==> src/rtl/text_console_draw_command_gen_defines.svh <==
// assertion macros for the text console draw command generator
`ifndef TEXT_CONSOLE_DRAW_COMMAND_GEN_DEFINES_SVH
`define TEXT_CONSOLE_DRAW_COMMAND_GEN_DEFINES_SVH

`ifndef SYNTH
// clocked check, quiet while reset is asserted
`define TCDC_ASSERT(label, clk, rst_n, prop, msg) \
    label: assert property (@(posedge clk) disable iff (!rst_n) prop) else $error(msg);
// clocked check that also holds through reset
`define TCDC_ASSERT_ALWAYS(label, clk, prop, msg) \
    label: assert property (@(posedge clk) prop) else $error(msg);
`else
`define TCDC_ASSERT(label, clk, rst_n, prop, msg)
`define TCDC_ASSERT_ALWAYS(label, clk, prop, msg)
`endif

`endif

==> src/rtl/tcdc_pkg.sv <==
// shared types and constants of the text console draw command generator
package tcdc_pkg;

    // draw command opcodes
    typedef enum logic [1:0] {
        OP_FILL   = 2'd0,
        OP_GLYPH  = 2'd1,
        OP_SCROLL = 2'd2
    } t_op;

    // configuration register indexes
    typedef enum logic [2:0] {
        REG_ORIGIN_X   = 3'd0,
        REG_ORIGIN_Y   = 3'd1,
        REG_COLUMNS    = 3'd2,
        REG_ROWS       = 3'd3,
        REG_SCALE      = 3'd4,
        REG_TEXT_COLOR = 3'd5,
        REG_BACK_COLOR = 3'd6,
        REG_ENABLED    = 3'd7
    } t_reg_idx;

    // control character codes
    localparam logic [7:0] CH_BS    = 8'd8;
    localparam logic [7:0] CH_TAB   = 8'd9;
    localparam logic [7:0] CH_LF    = 8'd10;
    localparam logic [7:0] CH_CR    = 8'd13;
    localparam logic [7:0] CH_SPACE = 8'd32;

    // colors and register reset values
    localparam logic [23:0] BAR_COLOR       = 24'h6cc7ff;
    localparam logic [23:0] RST_TEXT_COLOR  = 24'h9defb0;
    localparam logic [23:0] RST_BACK_COLOR  = 24'h0b0e14;
    localparam logic [7:0]  RST_COLUMNS     = 8'd80;
    localparam logic [6:0]  RST_ROWS        = 7'd25;
    localparam logic [3:0]  RST_SCALE       = 4'd1;
    localparam logic [3:0]  MAX_SCALE       = 4'd8;

    // effective configuration, already clamped to legal values
    typedef struct packed {
        logic [12:0] origin_x;
        logic [12:0] origin_y;
        logic [7:0]  cols;
        logic [6:0]  rows;
        logic [3:0]  scale;
        logic [23:0] text_color;
        logic [23:0] back_color;
        logic        enabled;
    } t_cfg;

    // one draw command
    typedef struct packed {
        t_op         op;
        logic [13:0] pos_x;
        logic [13:0] pos_y;
        logic [13:0] span_w;
        logic [13:0] span_h;
        logic [23:0] paint;
        logic [23:0] ink;
        logic [7:0]  glyph;
        logic [7:0]  shift_px;
        logic [3:0]  glyph_scale;
    } t_cmd;

    // the commands caused by one input
    typedef t_cmd [3:0] t_cmd_list;

    // emitter status toward the input stage
    typedef struct packed {
        logic busy;
        logic free;
    } t_emit_stat;

endpackage

==> src/rtl/tcdc_regs.sv <==
// configuration register file with clamping of counts and scale
module tcdc_regs #(
    parameter int MAX_COLUMNS = 128,
    parameter int MAX_ROWS    = 64
) (
    input  logic               i_clk,
    input  logic               i_rst_n,
    input  logic               i_cfg_valid,
    input  logic [2:0]         i_cfg_index,
    input  logic [23:0]        i_cfg_data,
    output tcdc_pkg::t_cfg     o_cfg
);
    logic [12:0] r_origin_x;
    logic [12:0] r_origin_y;
    logic [7:0]  r_cols;
    logic [6:0]  r_rows;
    logic [3:0]  r_scale;
    logic [23:0] r_text_color;
    logic [23:0] r_back_color;
    logic        r_enabled;

    // register writes, one per transaction
    always_ff @(posedge i_clk) begin
        if (!i_rst_n) begin
            r_origin_x   <= '0;
            r_origin_y   <= '0;
            r_cols       <= tcdc_pkg::RST_COLUMNS;
            r_rows       <= tcdc_pkg::RST_ROWS;
            r_scale      <= tcdc_pkg::RST_SCALE;
            r_text_color <= tcdc_pkg::RST_TEXT_COLOR;
            r_back_color <= tcdc_pkg::RST_BACK_COLOR;
            r_enabled    <= 1'b0;
        end else if (i_cfg_valid) begin
            case (tcdc_pkg::t_reg_idx'(i_cfg_index))
                tcdc_pkg::REG_ORIGIN_X:   r_origin_x   <= i_cfg_data[12:0];
                tcdc_pkg::REG_ORIGIN_Y:   r_origin_y   <= i_cfg_data[12:0];
                tcdc_pkg::REG_COLUMNS:    r_cols       <= i_cfg_data[7:0];
                tcdc_pkg::REG_ROWS:       r_rows       <= i_cfg_data[6:0];
                tcdc_pkg::REG_SCALE:      r_scale      <= i_cfg_data[3:0];
                tcdc_pkg::REG_TEXT_COLOR: r_text_color <= i_cfg_data;
                tcdc_pkg::REG_BACK_COLOR: r_back_color <= i_cfg_data;
                tcdc_pkg::REG_ENABLED:    r_enabled    <= i_cfg_data[0];
                default: ;
            endcase
        end
    end

    // clamp counts to 1..max and scale to 1..8
    always_comb begin
        o_cfg.origin_x   = r_origin_x;
        o_cfg.origin_y   = r_origin_y;
        o_cfg.text_color = r_text_color;
        o_cfg.back_color = r_back_color;
        o_cfg.enabled    = r_enabled;

        if (r_cols == 8'd0) begin
            o_cfg.cols = 8'd1;
        end else if (int'(r_cols) > MAX_COLUMNS) begin
            o_cfg.cols = 8'(MAX_COLUMNS);
        end else begin
            o_cfg.cols = r_cols;
        end

        if (r_rows == 7'd0) begin
            o_cfg.rows = 7'd1;
        end else if (int'(r_rows) > MAX_ROWS) begin
            o_cfg.rows = 7'(MAX_ROWS);
        end else begin
            o_cfg.rows = r_rows;
        end

        if (r_scale == 4'd0) begin
            o_cfg.scale = 4'd1;
        end else if (r_scale > tcdc_pkg::MAX_SCALE) begin
            o_cfg.scale = tcdc_pkg::MAX_SCALE;
        end else begin
            o_cfg.scale = r_scale;
        end
    end

endmodule

==> src/rtl/tcdc_step.sv <==
// cursor update and draw command list for one input
module tcdc_step (
    input  tcdc_pkg::t_cfg      i_cfg,
    input  logic [7:0]          i_col,
    input  logic [6:0]          i_row,
    input  logic                i_cmd,
    input  logic [7:0]          i_char_code,
    output tcdc_pkg::t_cmd_list o_cmds,
    output logic [2:0]          o_cnt,
    output logic [7:0]          o_col,
    output logic [6:0]          o_row
);
    // pixel offset of a column: col * 8 * s, modulo 2^14
    function automatic logic [13:0] col_px(input logic [7:0] col, input logic [3:0] s);
        logic [11:0] p;
        p = 12'(col) * 12'(s);
        return {p[10:0], 3'b000};
    endfunction

    // pixel offset of a row: row * 16 * s, modulo 2^14
    function automatic logic [13:0] row_px(input logic [6:0] row, input logic [3:0] s);
        logic [10:0] p;
        p = 11'(row) * 11'(s);
        return {p[9:0], 4'b0000};
    endfunction

    function automatic tcdc_pkg::t_cmd make_fill(
        input logic [13:0] x, input logic [13:0] y, input logic [13:0] w,
        input logic [13:0] h, input logic [23:0] color);
        tcdc_pkg::t_cmd c;
        c.op          = tcdc_pkg::OP_FILL;
        c.pos_x       = x;
        c.pos_y       = y;
        c.span_w      = w;
        c.span_h      = h;
        c.paint       = color;
        c.ink         = '0;
        c.glyph       = '0;
        c.shift_px    = '0;
        c.glyph_scale = 4'd1;
        return c;
    endfunction

    logic [13:0] w_ox;
    logic [13:0] w_oy;
    logic [13:0] w_cw;
    logic [13:0] w_bar_h;
    logic [13:0] w_bar_off;
    logic [7:0]  w_shift;
    logic [13:0] w_pan_w;
    logic [13:0] w_pan_h;
    logic [13:0] w_old_row_px;
    logic [7:0]  w_row_inc;
    logic        w_nl_scroll;
    logic [6:0]  w_nl_row;
    logic [8:0]  w_cols9;
    logic [8:0]  w_tab_sum;
    logic [8:0]  w_tab_t;
    logic [8:0]  w_inc_t;
    logic        w_is_bs;
    logic [7:0]  w_gcol;
    logic [7:0]  w_gchar;
    logic        w_glyph;
    logic        w_scroll;
    logic        w_newline;
    logic [7:0]  w_col;
    logic [6:0]  w_row;
    tcdc_pkg::t_cmd w_c_panel;
    tcdc_pkg::t_cmd w_c_erase;
    tcdc_pkg::t_cmd w_c_glyph;
    tcdc_pkg::t_cmd w_c_scroll;
    tcdc_pkg::t_cmd w_c_bar;

    // geometry from the scale
    assign w_ox         = 14'(i_cfg.origin_x);
    assign w_oy         = 14'(i_cfg.origin_y);
    assign w_cw         = 14'({i_cfg.scale, 3'b000});
    assign w_bar_h      = 14'({i_cfg.scale, 1'b0});
    assign w_bar_off    = 14'({i_cfg.scale, 4'b0000}) - w_bar_h;
    assign w_shift      = {i_cfg.scale, 4'b0000};
    assign w_pan_w      = col_px(i_cfg.cols, i_cfg.scale);
    assign w_pan_h      = row_px(i_cfg.rows, i_cfg.scale);
    assign w_old_row_px = row_px(i_row, i_cfg.scale);

    // candidate cursor moves
    assign w_row_inc   = {1'b0, i_row} + 8'd1;
    assign w_nl_scroll = (w_row_inc >= {1'b0, i_cfg.rows});
    assign w_nl_row    = w_nl_scroll ? (i_cfg.rows - 7'd1) : w_row_inc[6:0];
    assign w_cols9     = {1'b0, i_cfg.cols};
    assign w_tab_sum   = {1'b0, i_col} + 9'd4;
    assign w_tab_t     = {w_tab_sum[8:2], 2'b00};
    assign w_inc_t     = {1'b0, i_col} + 9'd1;
    assign w_is_bs     = (i_char_code == tcdc_pkg::CH_BS);
    assign w_gcol      = w_is_bs ? (i_col - 8'd1) : i_col;
    assign w_gchar     = w_is_bs ? tcdc_pkg::CH_SPACE : i_char_code;

    // next cursor and which middle commands appear
    always_comb begin
        w_col     = i_col;
        w_row     = i_row;
        w_glyph   = 1'b0;
        w_scroll  = 1'b0;
        w_newline = 1'b0;
        if (i_cmd) begin
            w_col = '0;
            w_row = '0;
        end else if (i_cfg.enabled) begin
            case (i_char_code)
                tcdc_pkg::CH_LF: begin
                    w_newline = 1'b1;
                end
                tcdc_pkg::CH_CR: begin
                    w_col = '0;
                end
                tcdc_pkg::CH_TAB: begin
                    if (w_tab_t >= w_cols9) begin
                        w_newline = 1'b1;
                    end else begin
                        w_col = w_tab_t[7:0];
                    end
                end
                tcdc_pkg::CH_BS: begin
                    if (i_col != 8'd0) begin
                        w_glyph = 1'b1;
                        w_col   = i_col - 8'd1;
                    end
                end
                default: begin
                    w_glyph = 1'b1;
                    if (w_inc_t >= w_cols9) begin
                        w_newline = 1'b1;
                    end else begin
                        w_col = w_inc_t[7:0];
                    end
                end
            endcase
            if (w_newline) begin
                w_col    = '0;
                w_row    = w_nl_row;
                w_scroll = w_nl_scroll;
            end
        end
    end

    // the individual commands
    always_comb begin
        w_c_panel = make_fill(w_ox, w_oy, w_pan_w, w_pan_h, i_cfg.back_color);
        w_c_erase = make_fill(w_ox + col_px(i_col, i_cfg.scale),
                              w_oy + w_old_row_px + w_bar_off,
                              w_cw, w_bar_h, i_cfg.back_color);
        w_c_bar   = make_fill(w_ox + col_px(w_col, i_cfg.scale),
                              w_oy + row_px(w_row, i_cfg.scale) + w_bar_off,
                              w_cw, w_bar_h, tcdc_pkg::BAR_COLOR);

        w_c_glyph             = make_fill(w_ox + col_px(w_gcol, i_cfg.scale),
                                          w_oy + w_old_row_px, '0, '0,
                                          i_cfg.back_color);
        w_c_glyph.op          = tcdc_pkg::OP_GLYPH;
        w_c_glyph.ink         = i_cfg.text_color;
        w_c_glyph.glyph       = w_gchar;
        w_c_glyph.glyph_scale = i_cfg.scale;

        w_c_scroll          = make_fill(w_ox, w_oy, w_pan_w, w_pan_h, i_cfg.back_color);
        w_c_scroll.op       = tcdc_pkg::OP_SCROLL;
        w_c_scroll.shift_px = w_shift;
    end

    // pack the list in emission order
    always_comb begin
        o_cmds[3] = w_c_bar;
        if (i_cmd) begin
            o_cmds[0] = w_c_panel;
            o_cmds[1] = w_c_bar;
            o_cmds[2] = w_c_bar;
            o_cnt     = 3'd2;
        end else begin
            o_cmds[0] = w_c_erase;
            if (w_glyph) begin
                o_cmds[1] = w_c_glyph;
                o_cmds[2] = w_scroll ? w_c_scroll : w_c_bar;
            end else begin
                o_cmds[1] = w_scroll ? w_c_scroll : w_c_bar;
                o_cmds[2] = w_c_bar;
            end
            o_cnt = i_cfg.enabled ? (3'd2 + 3'(w_glyph) + 3'(w_scroll)) : 3'd0;
        end
    end

    assign o_col = w_col;
    assign o_row = w_row;

endmodule

==> src/rtl/tcdc_emit.sv <==
// command list register and output sequencer, one command per cycle while the receiver is ready
module tcdc_emit (
    input  logic                   i_clk,
    input  logic                   i_rst_n,
    input  logic                   i_load,
    input  tcdc_pkg::t_cmd_list    i_cmds,
    input  logic [2:0]             i_cnt,
    output tcdc_pkg::t_emit_stat   o_stat,
    output logic                   o_out_valid,
    input  logic                   i_out_ready,
    output tcdc_pkg::t_cmd         o_cmd,
    output logic                   o_last
);
    tcdc_pkg::t_cmd_list r_cmds;
    logic [2:0]          r_cnt;
    logic [1:0]          r_idx;
    logic                r_busy;
    logic                w_last;
    logic                w_done;

    assign w_last = (r_idx == 2'(r_cnt - 3'd1));
    assign w_done = r_busy && i_out_ready && w_last;

    // sequencing control
    always_ff @(posedge i_clk) begin
        if (!i_rst_n) begin
            r_busy <= 1'b0;
            r_idx  <= '0;
        end else if (i_load) begin
            r_busy <= (i_cnt != 3'd0);
            r_idx  <= '0;
        end else if (w_done) begin
            r_busy <= 1'b0;
        end else if (r_busy && i_out_ready) begin
            r_idx <= r_idx + 2'd1;
        end
    end

    // command list payload
    always_ff @(posedge i_clk) begin
        if (i_load) begin
            r_cmds <= i_cmds;
            r_cnt  <= i_cnt;
        end
    end

    assign o_stat.busy = r_busy;
    assign o_stat.free = !r_busy || w_done;
    assign o_out_valid = r_busy;
    assign o_cmd       = r_cmds[r_idx];
    assign o_last      = w_last;

endmodule

==> src/rtl/text_console_draw_command_gen.sv <==
// top level of the text console draw command generator
// Usage:
//  Input channel (i_in_valid / o_in_ready) takes a command bit and a character byte:
//  command 0 puts a character, command 1 clears the panel. Each input yields zero to
//  four draw commands on the output channel (o_out_valid / i_out_ready), one per
//  transaction, with o_last set on the final one of the input.
//  Configuration writes use i_cfg_valid / o_cfg_ready with a register index and data;
//  o_cfg_ready is always high, and writes belong in idle periods.
//  The first command of an input passes through the input register and then the
//  command list register before it is presented. Throughput: one command per cycle
//  while the receiver is ready; an input gives up to four commands, and an input
//  that gives no command still passes through the command list register. The output
//  sequencer frees the list as its last command is taken.
//  An input register sits in front of the command list, so the next input is taken
//  while the current list is still being delivered.
//  When the receiver stalls, the current command holds and the input register fills,
//  then o_in_ready drops.
//  Reset clears the cursor to the top-left cell, drops all pending work and loads
//  the register defaults: 80 by 25 cells, scale 1, characters ignored.
`include "text_console_draw_command_gen_defines.svh"

module text_console_draw_command_gen #(
    parameter int MAX_COLUMNS = 128,
    parameter int MAX_ROWS    = 64
) (
    input  logic        i_clk,
    input  logic        i_rst_n,
    // input channel
    input  logic        i_in_valid,
    output logic        o_in_ready,
    input  logic        i_cmd,
    input  logic [7:0]  i_char_code,
    // configuration channel
    input  logic        i_cfg_valid,
    output logic        o_cfg_ready,
    input  logic [2:0]  i_cfg_index,
    input  logic [23:0] i_cfg_data,
    // result channel
    output logic        o_out_valid,
    input  logic        i_out_ready,
    output logic [1:0]  o_op,
    output logic [13:0] o_pos_x,
    output logic [13:0] o_pos_y,
    output logic [13:0] o_span_w,
    output logic [13:0] o_span_h,
    output logic [23:0] o_paint,
    output logic [23:0] o_ink,
    output logic [7:0]  o_glyph,
    output logic [7:0]  o_shift_px,
    output logic [3:0]  o_glyph_scale,
    output logic        o_last
);
    tcdc_pkg::t_cfg       w_cfg;
    tcdc_pkg::t_cmd_list  w_cmds;
    tcdc_pkg::t_cmd       w_cmd;
    tcdc_pkg::t_emit_stat w_stat;
    logic [2:0]           w_cnt;
    logic [7:0]           w_col;
    logic [6:0]           w_row;
    logic                 w_take;
    logic                 w_in_acc;

    logic                 r_in_vld;
    logic                 r_in_cmd;
    logic [7:0]           r_in_char;
    logic [7:0]           r_col;
    logic [6:0]           r_row;

    assign o_cfg_ready = 1'b1;

    tcdc_regs #(
        .MAX_COLUMNS (MAX_COLUMNS),
        .MAX_ROWS    (MAX_ROWS)
    ) u_regs (
        .i_clk       (i_clk),
        .i_rst_n     (i_rst_n),
        .i_cfg_valid (i_cfg_valid),
        .i_cfg_index (i_cfg_index),
        .i_cfg_data  (i_cfg_data),
        .o_cfg       (w_cfg)
    );

    // input register handshake
    assign w_take     = r_in_vld && w_stat.free;
    assign o_in_ready = !r_in_vld || w_take;
    assign w_in_acc   = i_in_valid && o_in_ready;

    always_ff @(posedge i_clk) begin
        if (!i_rst_n) begin
            r_in_vld <= 1'b0;
        end else if (w_in_acc) begin
            r_in_vld <= 1'b1;
        end else if (w_take) begin
            r_in_vld <= 1'b0;
        end
    end

    always_ff @(posedge i_clk) begin
        if (w_in_acc) begin
            r_in_cmd  <= i_cmd;
            r_in_char <= i_char_code;
        end
    end

    tcdc_step u_step (
        .i_cfg       (w_cfg),
        .i_col       (r_col),
        .i_row       (r_row),
        .i_cmd       (r_in_cmd),
        .i_char_code (r_in_char),
        .o_cmds      (w_cmds),
        .o_cnt       (w_cnt),
        .o_col       (w_col),
        .o_row       (w_row)
    );

    // cursor state advances when an input moves into the command list
    always_ff @(posedge i_clk) begin
        if (!i_rst_n) begin
            r_col <= '0;
            r_row <= '0;
        end else if (w_take) begin
            r_col <= w_col;
            r_row <= w_row;
        end
    end

    tcdc_emit u_emit (
        .i_clk       (i_clk),
        .i_rst_n     (i_rst_n),
        .i_load      (w_take),
        .i_cmds      (w_cmds),
        .i_cnt       (w_cnt),
        .o_stat      (w_stat),
        .o_out_valid (o_out_valid),
        .i_out_ready (i_out_ready),
        .o_cmd       (w_cmd),
        .o_last      (o_last)
    );

    // result fields
    assign o_op          = w_cmd.op;
    assign o_pos_x       = w_cmd.pos_x;
    assign o_pos_y       = w_cmd.pos_y;
    assign o_span_w      = w_cmd.span_w;
    assign o_span_h      = w_cmd.span_h;
    assign o_paint       = w_cmd.paint;
    assign o_ink         = w_cmd.ink;
    assign o_glyph       = w_cmd.glyph;
    assign o_shift_px    = w_cmd.shift_px;
    assign o_glyph_scale = w_cmd.glyph_scale;

    // checks
    `TCDC_ASSERT(a_clear_starts_fill, i_clk, i_rst_n, w_take && r_in_cmd |=> o_out_valid && o_op == tcdc_pkg::OP_FILL, "clear did not start with a panel fill")
    `TCDC_ASSERT(a_scroll_not_last, i_clk, i_rst_n, o_out_valid && o_op == tcdc_pkg::OP_SCROLL |-> !o_last, "scroll given as final command")
    `TCDC_ASSERT(a_non_glyph_fixed, i_clk, i_rst_n, o_out_valid && o_op != tcdc_pkg::OP_GLYPH |-> o_glyph_scale == 4'd1 && o_ink == 24'd0 && o_glyph == 8'd0, "glyph fields set on a non-glyph command")
    `TCDC_ASSERT(a_load_when_free, i_clk, i_rst_n, w_stat.busy && !i_out_ready |-> !w_take, "command list reloaded while stalled")

endmodule

==> config.mk <==
export PLATFORM = sky130hd
export DESIGN_NAME = text_console_draw_command_gen
export DESIGN_NICKNAME = d
export VERILOG_FILES = /design/src/rtl/tcdc_pkg.sv /design/src/rtl/tcdc_regs.sv /design/src/rtl/tcdc_step.sv /design/src/rtl/tcdc_emit.sv /design/src/rtl/text_console_draw_command_gen.sv
export VERILOG_INCLUDE_DIRS = /design/src /design/src/rtl
export SDC_FILE = /design/constraint.sdc
export NUM_CORES = 1
export LEC_CHECK = 0
export ABC_AREA = 1
export BUFFER_PORTS_ARGS = -buffer_cell sky130_fd_sc_hd__buf_2
export CORE_ASPECT_RATIO = 0.8
export CORE_MARGIN = 4
export CORE_UTILIZATION = 40
export CTS_BUF_LIST = sky130_fd_sc_hd__clkbuf_4
export CTS_CLUSTER_SIZE = 12
export DETAILED_ROUTE_END_ITERATION = 8
export GPL_TIMING_DRIVEN = 0
export PLACE_DENSITY = 0.62
export SYNTH_ARGS = -nofsm -noshare
export SYNTH_HDL_FRONTEND = slang
export SYNTH_HIERARCHICAL = 1
export SYNTH_SLANG_ARGS = --single-unit
==> constraint.sdc <==
create_clock -name i_clk -period 22.7 [get_ports i_clk]
set_input_delay 4.54 -clock i_clk [delete_from_list [all_inputs] [get_ports i_clk]]
set_output_delay 4.54 -clock i_clk [all_outputs]
set_load 0.03 [all_outputs]
==> results.toml, run 1 <==
[place]
io_buffers = 169
hpwlAfterDp_um = 89500
place_congestion = 0.955
place_area_um2 = 41100

[clock_tree]
holdBufCountCts = 0
clkTransAtPathRegs_ns = 0.06
cts_tree = "built"
clockRootBuffer = "clkbuf_4"
clock-sinks = 628
clk_latency_ns = 1.06
htreeDepth = 4
ctsResizeCount = 0
cts_buffer_depth = 3
post_cts_buffers = 0
cts_inserted_buffers = 166

[min_path]
hp-class = "register to register"

[detailed_routing]
postRouteAntennaNets = 0
firstDrtPassIters = 6
via_count = 30700
wl_per_cell_um = 19.4
drt-vias-per-instance = 4.99
drc_errors = 0
drt_iter0_markers = 3383
wl_um = 120000

[power_and_ir_drop]
p_switching_w = 0.000794
power_density_nw_per_um2 = 64.2
ir_drop_v = 0.0000458
switching_share_pct = 28.5
power_frac_clock_pct = 37.5
pwr-share-seq_pct = 48.0
internal-power_w = 0.00199
leakagePower_nw = 20.0
pwr-share-comb_pct = 14.5

[critical_path]
crit_type = "input pin to output port"
start_kind = "input pin"
worst_ep_required_time_ns = 18.16
critPathMaxStageDelay_ns = 0.28
crit_top_cell = "nand2_1"
arrival_ns = 5.69
critPathMaxFanout = 4
path_delay_family = "buffers and inverters"
worstPathCellList = "buf_2 -> nand2_1 -> inv_1 -> nand2_1 -> nand2_1 -> inv_1 -> nand2_1 -> buf_2"
cp_num_buf_inv = 4
cp_slowest_cell = "nand2_1"
critPathCaptureType = "output port"

[run_status]
outcome = "complete, no violations"

[timing]
timing.final.crit_period_ns = 10.23
fin_tns_setup_ns = 0
report.final.hold_viol_count = 0
period_share_pct = 45.1
fmax_mhz = 97.8
final-max-slew-violation-count = 0
max_slew.worst_pin.slew_ns = 1.33
setup_viol = 0
skew_ns = 0.0593
rsz0062_at_grt = "no"
slew_headroom_pct = 11.2

[grt]
grt_usage_pct = 23.5
grt_max_degree = 133
grt_pass1_wl_um = 178000
first_global_vias = 28900
antenna_found_initial = 13
grt_remaining_overflow = 0

[floorplan]
coreArea_um2 = 93500
die_h_um = 283
die_w_um = 352
start_util_pct = 40.5
dieArea_um2 = 99700
io_pins = 171
row_count = 100

[final_layout]
mostFrequentLayoutCells = "nand2_1 (725), nor2_1 (671), edfxtp_1 (515)"
final_area_um2 = 43400
drive_above_1_share_pct = 16.5
mostFrequentLayoutCell = "nand2_1"
fin_nets = 5127
synthToLayoutAreaGrowth_pct = 14.5

[synthesis]
avgSynthCellArea_um2 = 8.88
syn-instance-count = 4267
syn_area_um2 = 37900
yosysWarnings = 6

[job]
drv_cap = 0
-- state kept, by name, indices dropped and copies added, names as in the netlist, 4 cells and up --
signal               count
u_emit/r_cmds          504
u_regs/r_back_color     24
u_regs/r_text_color     24
u_regs/r_origin_x       13
u_regs/r_origin_y       13
r_col                    8
r_in_char                8
u_regs/r_cols            8
r_row                    7
u_regs/r_rows            7
u_regs/r_scale           4
-- worst reg2reg max path: cells and delay by family, from the launching register on --
family,cells,cell delay [ns]
flip-flops,1,0.44
adder cells (fa/ha/maj),6,2.45
AND/OR/NAND/NOR,12,2.00
XOR/XNOR,3,0.88
buffers and inverters,6,0.85
AO/OA/AOI/OAI,9,1.19
-- power groups by stage --
stage,sequential (W),clock (W),combinational (W)
2_1_floorplan,0.00138,0,0.000271
3_3_place_gp,0.00140,0,0.000388
3_5_place_dp,0.00136,0,0.000396
4_1_cts,0.00134,0.00107,0.000397
5_1_grt,0.00134,0.00114,0.000440
6_report,0.00134,0.00105,0.000403
-- metrics by stage --
| stage | hold slack (ns) | total power (W) | cells | worst slack, ns | utilization, % |
|---|---|---|---|---|---|
| 2_1_floorplan | 0.429 | 0.00165 | 4458 | 6.31 | - |
| 3_3_place_gp | 0.442 | 0.00179 | 5851 | 0.323 | 43.9 |
| 3_5_place_dp | 0.448 | 0.00176 | 5858 | 12.48 | 44.0 |
| 4_1_cts | 0.465 | 0.00281 | 6154 | 12.48 | 46.4 |
| 5_1_grt | 0.488 | 0.00292 | 6161 | 12.38 | 46.4 |
| 6_report | 0.463 | 0.00279 | 6163 | 12.47 | 46.4 |
-- worst paths after layout --
| check | start | end | slack (ns) | depth (start not counted) |
|---|---|---|---|---|
| setup / recovery | i_out_ready | o_in_ready | 12.47 | 8 |
| hold / removal | u_regs/r_text_color[19] | u_regs/r_text_color[19] | 0.46 | 2 |
| setup reg to reg | r_col[0] | u_emit/r_cmds[234] | 14.64 | 36 |
| hold reg to reg | u_regs/r_text_color[19] | u_regs/r_text_color[19] | 0.46 | 2 |
-- per-layer routing --
metal	track usage [%]	vias to the layer above	part of all wire [%]
li1	-	14700	-
met1	34.7	14500	45
met2	34.9	1334	43
met3	4.65	156	9.4
met4	6.95	0	2.3
met5	0	-	0
-- area by class of cell --
class | count | area, um2
tap | 1224 | 1530
multi-input combinational | 2871 | 16100
antenna | 9 | 22.5
sequential | 628 | 17700
fill | 9158 | 50100
clock buffer | 251 | 1880
timing repair buffer | 176 | 990
inverter | 519 | 1960
clock inverter | 45 | 322
buffer | 440 | 2790
Power figures use the tool's default switching activity.
==> run 2, diff against run 1 <==
Clock period 22.7 ns to 10.05 ns, I/O delays scaled along.
==> run 2 against run 1 <==
Sequential cell count stayed put. Critical path depth grew 26. Via count grew 0.75%. Combinational power grew 130%. Sequential power rose by 130%. Cell count is 0.13% higher. Utilization rose by 0.12 points. Design area rose by 0.27%. Die area stayed put. Count of clock-buffer cells in the layout fell by 10. Clock power up 110%.
==> results.toml, run 2 (synthesis gave the netlist of run 1 again) <==
[timing]
fmax_mhz = 123
final-max-slew-violation-count = 0
setup_viol = 0
timing.final.crit_period_ns = 8.11
max_slew.worst_pin.slew_ns = 1.16
period_share_pct = 80.6
slew_headroom_pct = 22.9
layout_setup_ws_ns = 1.94
skew_ns = 0.0747
rsz0062_at_grt = "no"
fin_tns_setup_ns = 0
report.final.hold_viol_count = 0

[place]
io_buffers = 169
hpwlAfterDp_um = 90600
place_congestion = 0.934
pre_cts_ws_ns = 2.07

[floorplan]
row_count = 100
coreArea_um2 = 93500
io_pins = 171
die_h_um = 283
dieArea_um2 = 99700
die_w_um = 352
start_util_pct = 40.5

[final_layout]
mostFrequentLayoutCell = "nand2_1"
fin_nets = 5137
fin_util_pct = 46.5
reg_top3 = "u_emit/r_cmds x504, u_regs/r_back_color x24, u_regs/r_text_color x24"
largest_reg_flops = 504
synthToLayoutAreaGrowth_pct = 14.8
mostFrequentLayoutCells = "nand2_1 (723), nor2_1 (671), edfxtp_1 (515)"
largest_register = "u_emit/r_cmds"
drive_above_1_share_pct = 16.5
fillers = 9067

[power_and_ir_drop]
ir_drop_v = 0.0000907
power_density_nw_per_um2 = 142
fin_total_pwr_w = 0.00618
leakagePower_nw = 20.0

[critical_path]
cp_slowest_cell = "fa_1"
worst_ep_required_time_ns = 10.78
critPathMaxFanout = 10
crit_top_cell = "nand2_1"
arrival_ns = 8.84
crit_type = "register to register"
critPathCaptureType = "register"
start_kind = "register"
critPathMaxStageDelay_ns = 0.50

[grt]
grt_remaining_overflow = 0
grt_pass1_wl_um = 178000
grt_max_degree = 42
grt_usage_pct = 23.5
antenna_found_initial = 11
first_global_vias = 29100

[detailed_routing]
wl_um = 119000
postRouteAntennaNets = 0
drt-vias-per-instance = 5.02
drt_iter0_markers = 3190
via_count = 31000
firstDrtPassIters = 8
drc_errors = 0
wl_per_cell_um = 19.3

[clock_tree]
clockRootBuffer = "clkbuf_4"
clk_latency_ns = 1.04
post_cts_buffers = 0
clock-sinks = 628
ctsResizeCount = 0
holdBufCountCts = 0
htreeDepth = 4
cts_buffer_depth = 3
clkTransAtPathRegs_ns = 0.07
cts_tree = "built"
cts_inserted_buffers = 165

[run_status]
outcome = "complete, no violations"

[job]
drv_cap = 0

[min_path]
hp-class = "register to register"
## run 2: worst paths after layout
path	slack [ns]	depth (start not counted)	start	endpoint
hold reg to reg	0.46	2	u_regs/r_text_color[23]	u_regs/r_text_color[23]
setup reg to reg	1.94	34	r_col[0]	u_emit/r_cmds[233]
setup / recovery	1.94	34	r_col[0]	u_emit/r_cmds[233]
hold / removal	0.46	2	u_regs/r_text_color[23]	u_regs/r_text_color[23]
## run 2: cell type report
class	count	area [um2]	area share (%)
sequential	628	17700	40.8
multi-input combinational	2871	16200	37.2
buffer	440	2800	6.44
inverter	519	1950	4.49
clock buffer	241	1810	4.16
tap	1224	1530	3.52
timing repair buffer	187	1190	2.73
clock inverter	54	302	0.693
antenna	7	17.5	0.0403
## run 2: report_power, final
| part | total [W] | leakage (nW) | switching (W) | internal, W |
|---|---|---|---|---|
| Clock | 0.00224 | 1.25 | 0.00110 | 0.00114 |
| Sequential | 0.00302 | 5.61 | 0.0000521 | 0.00297 |
| Combinational | 0.000922 | 13.1 | 0.000628 | 0.000295 |
| Total | 0.00618 | 20.0 | 0.00178 | 0.00440 |
## run 2: metrics by stage
step / std cells / instance area [um2] / hold slack (ns)
after floorplan: 4458 / 38600 / 0.429
after global placement: 5851 / 41000 / 0.441
after detailed placement: 5869 / 41400 / 0.443
after CTS: 6164 / 43500 / 0.459
after global routing: 6169 / 43500 / 0.467
final: 6171 / 43500 / 0.460
## run 2: worst max-delay path, delay by kind of cell, from the launching register on
family                   cells  cell delay [ns]
AO/OA/AOI/OAI                7             1.16
XOR/XNOR                     3             0.92
buffers and inverters        5             0.81
flip-flops                   1             0.41
AND/OR/NAND/NOR             13             1.99
adder cells (fa/ha/maj)      6             2.51
## run 2: per-layer routing
metal | up-vias | global-route usage (%) | wire length, um
li1 | 14800 | - | -
met1 | 14700 | 34.0 | 53500
met2 | 1371 | 34.9 | 51100
met3 | 173 | 5.31 | 11600
met4 | 0 | 7.36 | 3180
met5 | - | 0 | 0
